<file path="src/design/cdda_pkg.sv">
package cdda_pkg;

    // Defaults for the top-level parameters
    localparam int DEF_MAX_YEAR   = 9999;
    localparam int DEF_COUNT_BITS = 16;

    // Command codes
    localparam logic [1:0] CMD_ADD  = 2'd0;
    localparam logic [1:0] CMD_SUB  = 2'd1;
    localparam logic [1:0] CMD_DIFF = 2'd2;

    // Status codes
    localparam logic [1:0] ST_OK      = 2'd0;
    localparam logic [1:0] ST_CLAMPED = 2'd1;
    localparam logic [1:0] ST_INVALID = 2'd2;

    // x / 100 == (x * RECIP_100) >> RECIP_SHIFT, exact for x below 2**16
    localparam int RECIP_100   = 167773;
    localparam int RECIP_SHIFT = 24;

    // Sequencer states
    typedef enum logic [3:0] {
        S_IDLE,
        S_BASE_MUL,
        S_BASE_LEAP,
        S_BASE_DBY_MUL,
        S_BASE_DBY,
        S_OTHER_MUL,
        S_OTHER_LEAP,
        S_OTHER_DBY_MUL,
        S_OTHER_DBY,
        S_CLAMP,
        S_SRCH_MUL,
        S_SRCH,
        S_FIN_MUL,
        S_FIN,
        S_WB
    } state_t;

    // Length of month m; 0 for a month code that means nothing
    function automatic logic [4:0] month_days(input logic [3:0] m, input logic leap);
        logic [4:0] len;
        case (m)
            4'd1:    len = 5'd31;
            4'd2:    len = leap ? 5'd29 : 5'd28;
            4'd3:    len = 5'd31;
            4'd4:    len = 5'd30;
            4'd5:    len = 5'd31;
            4'd6:    len = 5'd30;
            4'd7:    len = 5'd31;
            4'd8:    len = 5'd31;
            4'd9:    len = 5'd30;
            4'd10:   len = 5'd31;
            4'd11:   len = 5'd30;
            4'd12:   len = 5'd31;
            default: len = 5'd0;
        endcase
        return len;
    endfunction

    // Days in the year before the first of month m
    function automatic logic [8:0] days_before_month(input logic [3:0] m, input logic leap);
        logic [8:0] base;
        case (m)
            4'd1:    base = 9'd0;
            4'd2:    base = 9'd31;
            4'd3:    base = 9'd59;
            4'd4:    base = 9'd90;
            4'd5:    base = 9'd120;
            4'd6:    base = 9'd151;
            4'd7:    base = 9'd181;
            4'd8:    base = 9'd212;
            4'd9:    base = 9'd243;
            4'd10:   base = 9'd273;
            4'd11:   base = 9'd304;
            4'd12:   base = 9'd334;
            default: base = 9'd0;
        endcase
        if (leap && (m > 4'd2))
        begin
            base = base + 9'd1;
        end
        return base;
    endfunction

endpackage

</file>
<file path="src/design/calendar_date_day_arithmetic_unit.sv">
// Gregorian date arithmetic unit.
// Input channel (in_valid/in_ready) takes one item: a command, a base date,
// a day count and a second date. Output channel (out_valid/out_ready) gives
// one result item per input item: a date, a signed day difference and a
// status (ok, clamped to the year range, invalid input date).
// Add/subtract: the date is turned into a day number, the count applied with
// clamping, and the day number turned back into a date by a bit-by-bit
// search over the year, PW = clog2(MAX_YEAR+1) steps, each a multiply state
// and a search state on the shared year-to-day-number unit (one multiply
// stage plus one add). Difference: two date-to-day-number conversions.
// An invalid base or second date goes from its check straight to write-back.
// in_ready is high only while the sequencer is idle; one item is in work at
// a time, so a new item is taken only after the previous one has reached
// write-back. The result sits in an output register, so a new item is taken
// while the previous result still waits; if the receiver stalls, the next
// finished result holds in the sequencer until the output register frees.
// Reset (rst_n low) empties the unit; it leaves reset idle and ready.
module calendar_date_day_arithmetic_unit
    import cdda_pkg::*;
#(
    parameter int MAX_YEAR   = DEF_MAX_YEAR,
    parameter int COUNT_BITS = DEF_COUNT_BITS
)
(
    input  logic               clk,
    input  logic               rst_n,
    input  logic               in_valid,
    output logic               in_ready,
    input  logic [1:0]         command,
    input  logic [4:0]         day,
    input  logic [3:0]         month,
    input  logic [13:0]        year,
    input  logic [15:0]        day_count,
    input  logic [4:0]         other_day,
    input  logic [3:0]         other_month,
    input  logic [13:0]        other_year,
    output logic               out_valid,
    input  logic               out_ready,
    output logic [4:0]         result_day,
    output logic [3:0]         result_month,
    output logic [13:0]        result_year,
    output logic signed [22:0] difference,
    output logic [1:0]         status
);

    localparam int PW    = $clog2(MAX_YEAR + 1);
    localparam int NW    = PW + 9;
    localparam int BW    = $clog2(PW);
    localparam int CW    = (COUNT_BITS < 16) ? COUNT_BITS : 16;
    localparam int SW    = ((NW > CW) ? NW : CW) + 1;
    localparam int DW    = ((NW + 1) > 23) ? (NW + 1) : 23;
    localparam int MULW  = PW + 18;
    localparam int QW    = PW + 7;
    localparam int MAXN_I = MAX_YEAR * 365 + MAX_YEAR / 4 - MAX_YEAR / 100
                            + MAX_YEAR / 400 - 1;
    localparam logic [NW-1:0] MAXN       = NW'(MAXN_I);
    localparam logic [16:0]   MAX_YEAR_V = 17'(MAX_YEAR);

    state_t state_reg, state_next;

    logic [1:0]    cmd_reg, cmd_next;
    logic [4:0]    d_reg, d_next, od_reg, od_next;
    logic [3:0]    m_reg, m_next, om_reg, om_next;
    logic [13:0]   y_reg, y_next, oy_reg, oy_next;
    logic [CW-1:0] cnt_reg, cnt_next;

    logic [PW-1:0] op_reg, op_next;
    logic [PW-1:0] q_reg;
    logic [NW-1:0] p365_reg;
    logic [NW-1:0] acc_reg, acc_next;
    logic [NW-1:0] n_reg, n_next;
    logic [NW-1:0] base_reg, base_next;
    logic [PW-1:0] p_reg, p_next;
    logic [BW-1:0] bit_reg, bit_next;

    logic [4:0]  rd_reg, rd_next;
    logic [3:0]  rm_reg, rm_next;
    logic [13:0] ry_reg, ry_next;
    logic [22:0] rdiff_reg, rdiff_next;
    logic [1:0]  rst_reg, rst_next;

    logic        out_valid_reg, out_valid_next;
    logic [4:0]  out_day_reg, out_day_next;
    logic [3:0]  out_month_reg, out_month_next;
    logic [13:0] out_year_reg, out_year_next;
    logic [22:0] out_diff_reg, out_diff_next;
    logic [1:0]  out_status_reg, out_status_next;

    logic [MULW-1:0] prod;
    logic [NW-1:0]   dby;
    logic [QW-1:0]   q100;
    logic            leap;
    logic            base_ok, other_ok;
    logic [NW-1:0]   part_base, part_other;
    logic [NW-1:0]   b_num;
    logic [DW-1:0]   diff_full;
    logic [SW-1:0]   sum_w, cnt_w, n_w;
    logic [PW-1:0]   sel_p;
    logic [NW-1:0]   rem;
    logic [8:0]      rem9;
    logic [3:0]      mon;
    logic [8:0]      day_w;
    logic            out_load;

    // Shared unit, stage 1: multiplies of the operand
    assign prod = MULW'(op_reg) * MULW'(RECIP_100);

    always_ff @(posedge clk)
    begin
        q_reg    <= PW'(prod >> RECIP_SHIFT);
        p365_reg <= NW'(op_reg) * NW'(365) + NW'(op_reg >> 2);
    end

    // Shared unit, stage 2: days before year op+1, and leap test of year op
    assign dby  = p365_reg - NW'(q_reg) + NW'(q_reg >> 2);
    assign q100 = QW'(q_reg) * QW'(100);
    assign leap = (op_reg[1:0] == 2'b00)
                  && ((q100 != QW'(op_reg)) || (q_reg[1:0] == 2'b00));

    // Date checks and day-of-year parts
    assign base_ok = (y_reg != 14'd0) && (17'(y_reg) <= MAX_YEAR_V)
                     && (m_reg >= 4'd1) && (m_reg <= 4'd12)
                     && (d_reg >= 5'd1) && (d_reg <= month_days(m_reg, leap));
    assign other_ok = (oy_reg != 14'd0) && (17'(oy_reg) <= MAX_YEAR_V)
                      && (om_reg >= 4'd1) && (om_reg <= 4'd12)
                      && (od_reg >= 5'd1) && (od_reg <= month_days(om_reg, leap));
    assign part_base  = NW'(days_before_month(m_reg, leap)) + NW'(d_reg) - NW'(1);
    assign part_other = NW'(days_before_month(om_reg, leap)) + NW'(od_reg) - NW'(1);

    assign b_num     = acc_reg + dby;
    assign diff_full = DW'(n_reg) - DW'(b_num);

    // Count with clamping
    assign n_w   = SW'(n_reg);
    assign cnt_w = SW'(cnt_reg);
    assign sum_w = n_w + cnt_w;

    // Year search choice
    assign sel_p = (dby <= n_reg) ? op_reg : p_reg;

    // Month and day from the day of the year
    assign rem  = n_reg - base_reg;
    assign rem9 = rem[8:0];

    always_comb
    begin
        mon = 4'd1;
        for (int k = 2; k <= 12; k++)
        begin
            if (days_before_month(4'(k), leap) <= rem9)
            begin
                mon = 4'(k);
            end
        end
    end

    assign day_w = rem9 - days_before_month(mon, leap) + 9'd1;

    assign out_load = (state_reg == S_WB) && (!out_valid_reg || out_ready);

    // Next state
    always_comb
    begin
        state_next = state_reg;
        case (state_reg)
            S_IDLE:          if (in_valid) state_next = S_BASE_MUL;
            S_BASE_MUL:      state_next = S_BASE_LEAP;
            S_BASE_LEAP:     state_next = base_ok ? S_BASE_DBY_MUL : S_WB;
            S_BASE_DBY_MUL:  state_next = S_BASE_DBY;
            S_BASE_DBY:      state_next = cmd_reg[1] ? S_OTHER_MUL : S_CLAMP;
            S_OTHER_MUL:     state_next = S_OTHER_LEAP;
            S_OTHER_LEAP:    state_next = other_ok ? S_OTHER_DBY_MUL : S_WB;
            S_OTHER_DBY_MUL: state_next = S_OTHER_DBY;
            S_OTHER_DBY:     state_next = S_WB;
            S_CLAMP:         state_next = S_SRCH_MUL;
            S_SRCH_MUL:      state_next = S_SRCH;
            S_SRCH:          state_next = (bit_reg == '0) ? S_FIN_MUL : S_SRCH_MUL;
            S_FIN_MUL:       state_next = S_FIN;
            S_FIN:           state_next = S_WB;
            S_WB:            if (out_load) state_next = S_IDLE;
            default:         state_next = S_IDLE;
        endcase
    end

    // Datapath and output register next values
    always_comb
    begin
        cmd_next   = cmd_reg;
        d_next     = d_reg;
        m_next     = m_reg;
        y_next     = y_reg;
        cnt_next   = cnt_reg;
        od_next    = od_reg;
        om_next    = om_reg;
        oy_next    = oy_reg;
        op_next    = op_reg;
        acc_next   = acc_reg;
        n_next     = n_reg;
        base_next  = base_reg;
        p_next     = p_reg;
        bit_next   = bit_reg;
        rd_next    = rd_reg;
        rm_next    = rm_reg;
        ry_next    = ry_reg;
        rdiff_next = rdiff_reg;
        rst_next   = rst_reg;

        out_valid_next  = out_valid_reg && !out_ready;
        out_day_next    = out_day_reg;
        out_month_next  = out_month_reg;
        out_year_next   = out_year_reg;
        out_diff_next   = out_diff_reg;
        out_status_next = out_status_reg;

        case (state_reg)
            S_IDLE:
            begin
                if (in_valid)
                begin
                    cmd_next = command;
                    d_next   = day;
                    m_next   = month;
                    y_next   = year;
                    cnt_next = day_count[CW-1:0];
                    od_next  = other_day;
                    om_next  = other_month;
                    oy_next  = other_year;
                    op_next  = PW'(year);
                end
            end
            S_BASE_LEAP:
            begin
                if (!base_ok)
                begin
                    rd_next    = '0;
                    rm_next    = '0;
                    ry_next    = '0;
                    rdiff_next = '0;
                    rst_next   = ST_INVALID;
                end
                else
                begin
                    acc_next = part_base;
                    op_next  = PW'(y_reg - 14'd1);
                end
            end
            S_BASE_DBY:
            begin
                n_next  = acc_reg + dby;
                op_next = PW'(oy_reg);
            end
            S_OTHER_LEAP:
            begin
                if (!other_ok)
                begin
                    rd_next    = '0;
                    rm_next    = '0;
                    ry_next    = '0;
                    rdiff_next = '0;
                    rst_next   = ST_INVALID;
                end
                else
                begin
                    acc_next = part_other;
                    op_next  = PW'(oy_reg - 14'd1);
                end
            end
            S_OTHER_DBY:
            begin
                rd_next    = d_reg;
                rm_next    = m_reg;
                ry_next    = y_reg;
                rdiff_next = diff_full[22:0];
                rst_next   = ST_OK;
            end
            S_CLAMP:
            begin
                rdiff_next = '0;
                rst_next   = ST_OK;
                if (cmd_reg == CMD_ADD)
                begin
                    if (sum_w > SW'(MAXN))
                    begin
                        n_next   = MAXN;
                        rst_next = ST_CLAMPED;
                    end
                    else
                    begin
                        n_next = NW'(sum_w);
                    end
                end
                else
                begin
                    if (cnt_w > n_w)
                    begin
                        n_next   = '0;
                        rst_next = ST_CLAMPED;
                    end
                    else
                    begin
                        n_next = NW'(n_w - cnt_w);
                    end
                end
                p_next    = '0;
                base_next = '0;
                bit_next  = BW'(PW - 1);
                op_next   = PW'(1) << (PW - 1);
            end
            S_SRCH:
            begin
                if (dby <= n_reg)
                begin
                    p_next    = op_reg;
                    base_next = dby;
                end
                if (bit_reg != '0)
                begin
                    bit_next = bit_reg - BW'(1);
                    op_next  = sel_p | (PW'(1) << (bit_reg - BW'(1)));
                end
                else
                begin
                    op_next = sel_p + PW'(1);
                end
            end
            S_FIN:
            begin
                rd_next = day_w[4:0];
                rm_next = mon;
                ry_next = 14'(op_reg);
            end
            S_WB:
            begin
                if (out_load)
                begin
                    out_valid_next  = 1'b1;
                    out_day_next    = rd_reg;
                    out_month_next  = rm_reg;
                    out_year_next   = ry_reg;
                    out_diff_next   = rdiff_reg;
                    out_status_next = rst_reg;
                end
            end
            default:
            begin
            end
        endcase
    end

    // Control registers
    always_ff @(posedge clk or negedge rst_n)
    begin
        if (!rst_n)
        begin
            state_reg     <= S_IDLE;
            out_valid_reg <= 1'b0;
        end
        else
        begin
            state_reg     <= state_next;
            out_valid_reg <= out_valid_next;
        end
    end

    // Payload registers
    always_ff @(posedge clk)
    begin
        cmd_reg        <= cmd_next;
        d_reg          <= d_next;
        m_reg          <= m_next;
        y_reg          <= y_next;
        cnt_reg        <= cnt_next;
        od_reg         <= od_next;
        om_reg         <= om_next;
        oy_reg         <= oy_next;
        op_reg         <= op_next;
        acc_reg        <= acc_next;
        n_reg          <= n_next;
        base_reg       <= base_next;
        p_reg          <= p_next;
        bit_reg        <= bit_next;
        rd_reg         <= rd_next;
        rm_reg         <= rm_next;
        ry_reg         <= ry_next;
        rdiff_reg      <= rdiff_next;
        rst_reg        <= rst_next;
        out_day_reg    <= out_day_next;
        out_month_reg  <= out_month_next;
        out_year_reg   <= out_year_next;
        out_diff_reg   <= out_diff_next;
        out_status_reg <= out_status_next;
    end

    assign in_ready     = (state_reg == S_IDLE);
    assign out_valid    = out_valid_reg;
    assign result_day   = out_day_reg;
    assign result_month = out_month_reg;
    assign result_year  = out_year_reg;
    assign difference   = $signed(out_diff_reg);
    assign status       = out_status_reg;

    // Busy for the whole item once it is taken
    a_busy_after_accept: assert property (@(posedge clk) disable iff (!rst_n)
        (in_valid && in_ready) |=> !in_ready)
        else $error("unit ready right after taking an item");

    // Invalid input gives all-zero result fields
    a_invalid_zero: assert property (@(posedge clk) disable iff (!rst_n)
        (out_valid && (status == ST_INVALID)) |->
        ((result_day == 5'd0) && (result_month == 4'd0)
         && (result_year == 14'd0) && (difference == 23'sd0)))
        else $error("invalid item with nonzero result");

    // A good result has a month in 1..12 and a nonzero day
    a_date_shape: assert property (@(posedge clk) disable iff (!rst_n)
        (out_valid && (status != ST_INVALID)) |->
        ((result_month >= 4'd1) && (result_month <= 4'd12) && (result_day >= 5'd1)))
        else $error("result date out of shape");

    // Year search never settles beyond the last year
    a_search_bound: assert property (@(posedge clk) disable iff (!rst_n)
        (state_reg == S_SRCH) |-> (17'(p_reg) < MAX_YEAR_V))
        else $error("year search past the last year");

endmodule
</file>
<file path="config.mk">
export PLATFORM = sky130hd
export DESIGN_NAME = calendar_date_day_arithmetic_unit
export DESIGN_NICKNAME = d
export VERILOG_FILES = /design/src/design/cdda_pkg.sv /design/src/design/calendar_date_day_arithmetic_unit.sv
export SDC_FILE = /design/constraint.sdc
export NUM_CORES = 1
export LEC_CHECK = 0
export BUFFER_PORTS_ARGS = -buffer_cell sky130_fd_sc_hd__buf_2
export CORE_ASPECT_RATIO = 1.2
export CORE_MARGIN = 8
export CORE_UTILIZATION = 47
export DETAILED_ROUTE_END_ITERATION = 7
export PLACE_DENSITY_LB_ADDON = 0.12
export SYNTH_ARGS = -nofsm -noshare
export SYNTH_HDL_FRONTEND = slang
export SYNTH_SLANG_ARGS = --single-unit
export TNS_END_PERCENT = 100
</file>
<file path="constraint.sdc">
create_clock -name clk -period 7.35 [get_ports clk]
set_input_delay 0.735 -clock clk [delete_from_list [all_inputs] [get_ports clk]]
set_output_delay 0.735 -clock clk [all_outputs]
set_load 0.1 [all_outputs]
</file>
==> results_dict.tcl <==
set metrics [dict create \
    cp_slowest_cell "fa_1" \
    routed_via_density 5.617 \
    hold_depth 1 \
    yosys.area.top_type "edfxtp_1" \
    synth_top_area_share_pct 25.36 \
    grt_pass1_vias 22303 \
    avgSynthCellArea_um2 9.860 \
    grt_max_degree 49 \
    synthCells 2822 \
    portBuffers 117 \
    synth-edff-count 235 \
    nets 3675 \
    path_max_fanout 4 \
    num_vias 21646 \
    async_reset_ff_share_pct 1.730 \
    n_antenna_cell 0 \
    drive_above_1_share_pct 13.65 \
    reg2reg_to "rd_reg[4]" \
    fp.dieArea_mm2 0.06727 \
    maxCapViolations 0 \
    ys_seq_elements 289 \
    routedWlPerCell_um 19.67 \
    route.detailed.drc 0 \
    cts_max_level 2 \
    worst_path_most_repeated_cell "ha_4" \
    fin_area_mm2 0.03175 \
    ant_nets 0 \
    clkLatencyLatePin_ps 580 \
    die_h_um 282.5 \
    core_area_mm2 0.05850 \
    cp.arrival_ps 8130 \
    clock_path_buffers 3 \
    antenna_found_initial 0 \
    grt_usage_pct 22.34 \
    pre_cts_slack_ps -626.8 \
    syn_area_mm2 0.02782 \
    cts_tree "built" \
    fin_ws_ps -503.1 \
    drt_iter0_drc 1210 \
    finalCritPeriodShare_pct 106.8 \
    status "finished, violations left" \
    io_pins 118 \
    path_class "reg -> reg" \
    yosys-top-cells-count "ha_1 (419), inv_1 (384), edfxtp_1 (235), nor2_1 (189), fa_1 (154)" \
    hold_end "od_reg[4]" \
    failed_checks "setup timing" \
    crit_path_end_kind "flip-flop" \
    yosys_warnings 0 \
    rows 97 \
    cts_buffers 37 \
    multi_input_comb_area_mm2 0.01849 \
    r2r_start "q_reg[2]" \
    clock-sinks 289 \
    worstHoldPathType "in -> reg" \
    synth_top_flop_cell "edfxtp_1" \
    required_ps 7630 \
    routed_wirelength_um 75800 \
    synth_area_leaders "edfxtp_1 (25%), ha_1 (19%), fa_1 (11%)" \
    cp-start-kind "flip-flop" \
    place_congestion 0.9162 \
    fin_crit_ps 7853 \
    yosysUniqueCellTypes 108 \
    placed_cell_area_mm2 0.03005 \
    worstRegToRegCells 40 \
    max_slew_margin_pct 18.42 \
    setup_viol 3 \
    crit_path_max_incr_delay_ps 530 \
    rsz0062_at_grt "yes" \
    slew_violations 0 \
    yosysMostFrequentCell "ha_1" \
    cts_root_buf "clkbuf_16" \
    r2r_slack_ps -500 \
    regArea_mm2 0.008172 \
    start_util_pct 47.56 \
    fmax_ghz 0.1273 \
    final.setup_skew_ps 37.42 \
    path_clk_slew_ps 60 \
    die_w_um 238.1 \
    syn_nets 3463 \
    tightestPinTransition_ps 1214 \
    syn2layout_area_growth_pct 14.11 \
    grt_pass1_wl_um 119100 \
    grt_overflow 0 \
    dr.pass1.iters 8 \
    final-hold-violation-count 0 \
    final_util_pct 54.28 \
    dpl.hpwl_um 60970 \
    ys_seq_area_share_pct 29.34 \
    hp-start "other_day[4]" \
    fillerInstances 5284 \
]
==> metal layers <==
layer	vias to the layer above	wire (um)	track usage, %
met1	10412	31310	26.51
met5	-	0	0
met4	0	3796	10.61
met2	595	37220	39.58
met3	181	3479	3.245
li1	10458	-	-
==> area by class of cell <==
cell class / instances / area share [%]
multi-input cells: 2093 / 58.24
flip-flops and latches: 289 / 25.74
inverters: 387 / 4.575
repair buffers: 226 / 4.465
clock buffers: 45 / 3.141
well taps: 792 / 3.121
clock inverters: 22 / 0.7251
==> placed cells by master, fill, tap and decap left out, drive strengths merged, types with 10 or more instances in the layout <==
cell,count
a211oi,27
a21o,43
a21oi,138
a221oi,10
a31oi,31
and2,21
and3,21
buf,225
clkbuf,45
clkinv,11
dfxtp,49
edfxtp,235
fa,154
ha,419
inv,389
mux2i,38
nand2,153
nand2b,31
nand3,51
nand4,22
nor2,189
nor2b,29
nor3,71
nor4,18
o211ai,16
o21a,31
o21ai,146
o21bai,21
o221ai,10
o22ai,12
o31ai,23
or2,14
or3,12
xnor2,126
xor2,65
==> through the flow <==
step                TNS, ps  instances  hold slack (ps)
finish               -867.8       3854            324.7
global route          -1804       3854            298.5
CTS                  -907.9       3850            289.3
detailed placement    -1261       3771            404.5
global placement     -686.7       3771            401.5
floorplan            -127.3       2822            400.3
==> critical path, delay by kind of cell, from the launching register on <==
kind	cells	cell delay (ps)
xor+xnor	5	740
mux	1	280
fa+ha+maj	9	2320
flops	1	370
compound gates	11	1710
buf+inv	6	600
simple gates	8	1520
==> cells by family (layout without fill, tap and decap cells) <==
group	Yosys count	count (layout)	synth area share, %
AND/OR/NAND/NOR	666	666	11.76
adder cells (fa/ha/maj)	573	573	29.92
flip-flops	289	289	29.34
AO/OA/AOI/OAI	615	615	15.06
multiplexers	46	46	1.691
buffers and inverters	440	680	6.021
XOR/XNOR	193	193	6.206
==> timing repair <==
item | CTS | global route
endpoints found under the setup margin | 3 | 17
pin swaps | 35 | 29
setup buffers | 11 | 4
hold endpoints to repair | 5 | 0
resized for setup | 25 | 36
hold buffers | 1 | 0
==> worst max-delay path by stage <==
stage,slack [ps],from,end
final,-500,q_reg[2],rd_reg[4]
after CTS,-530,q_reg[2],rd_reg[4]
after floorplan,-130,q_reg[1],rd_reg[4]
after global routing,-830,q_reg[2],rd_reg[4]
after detailed placement,-630,q_reg[1],rd_reg[4]
after global placement,-420,q_reg[1],rd_reg[4]
Power is not shown: default switching activity piles up to over one toggle a cycle in this logic, so the estimate is an artifact.
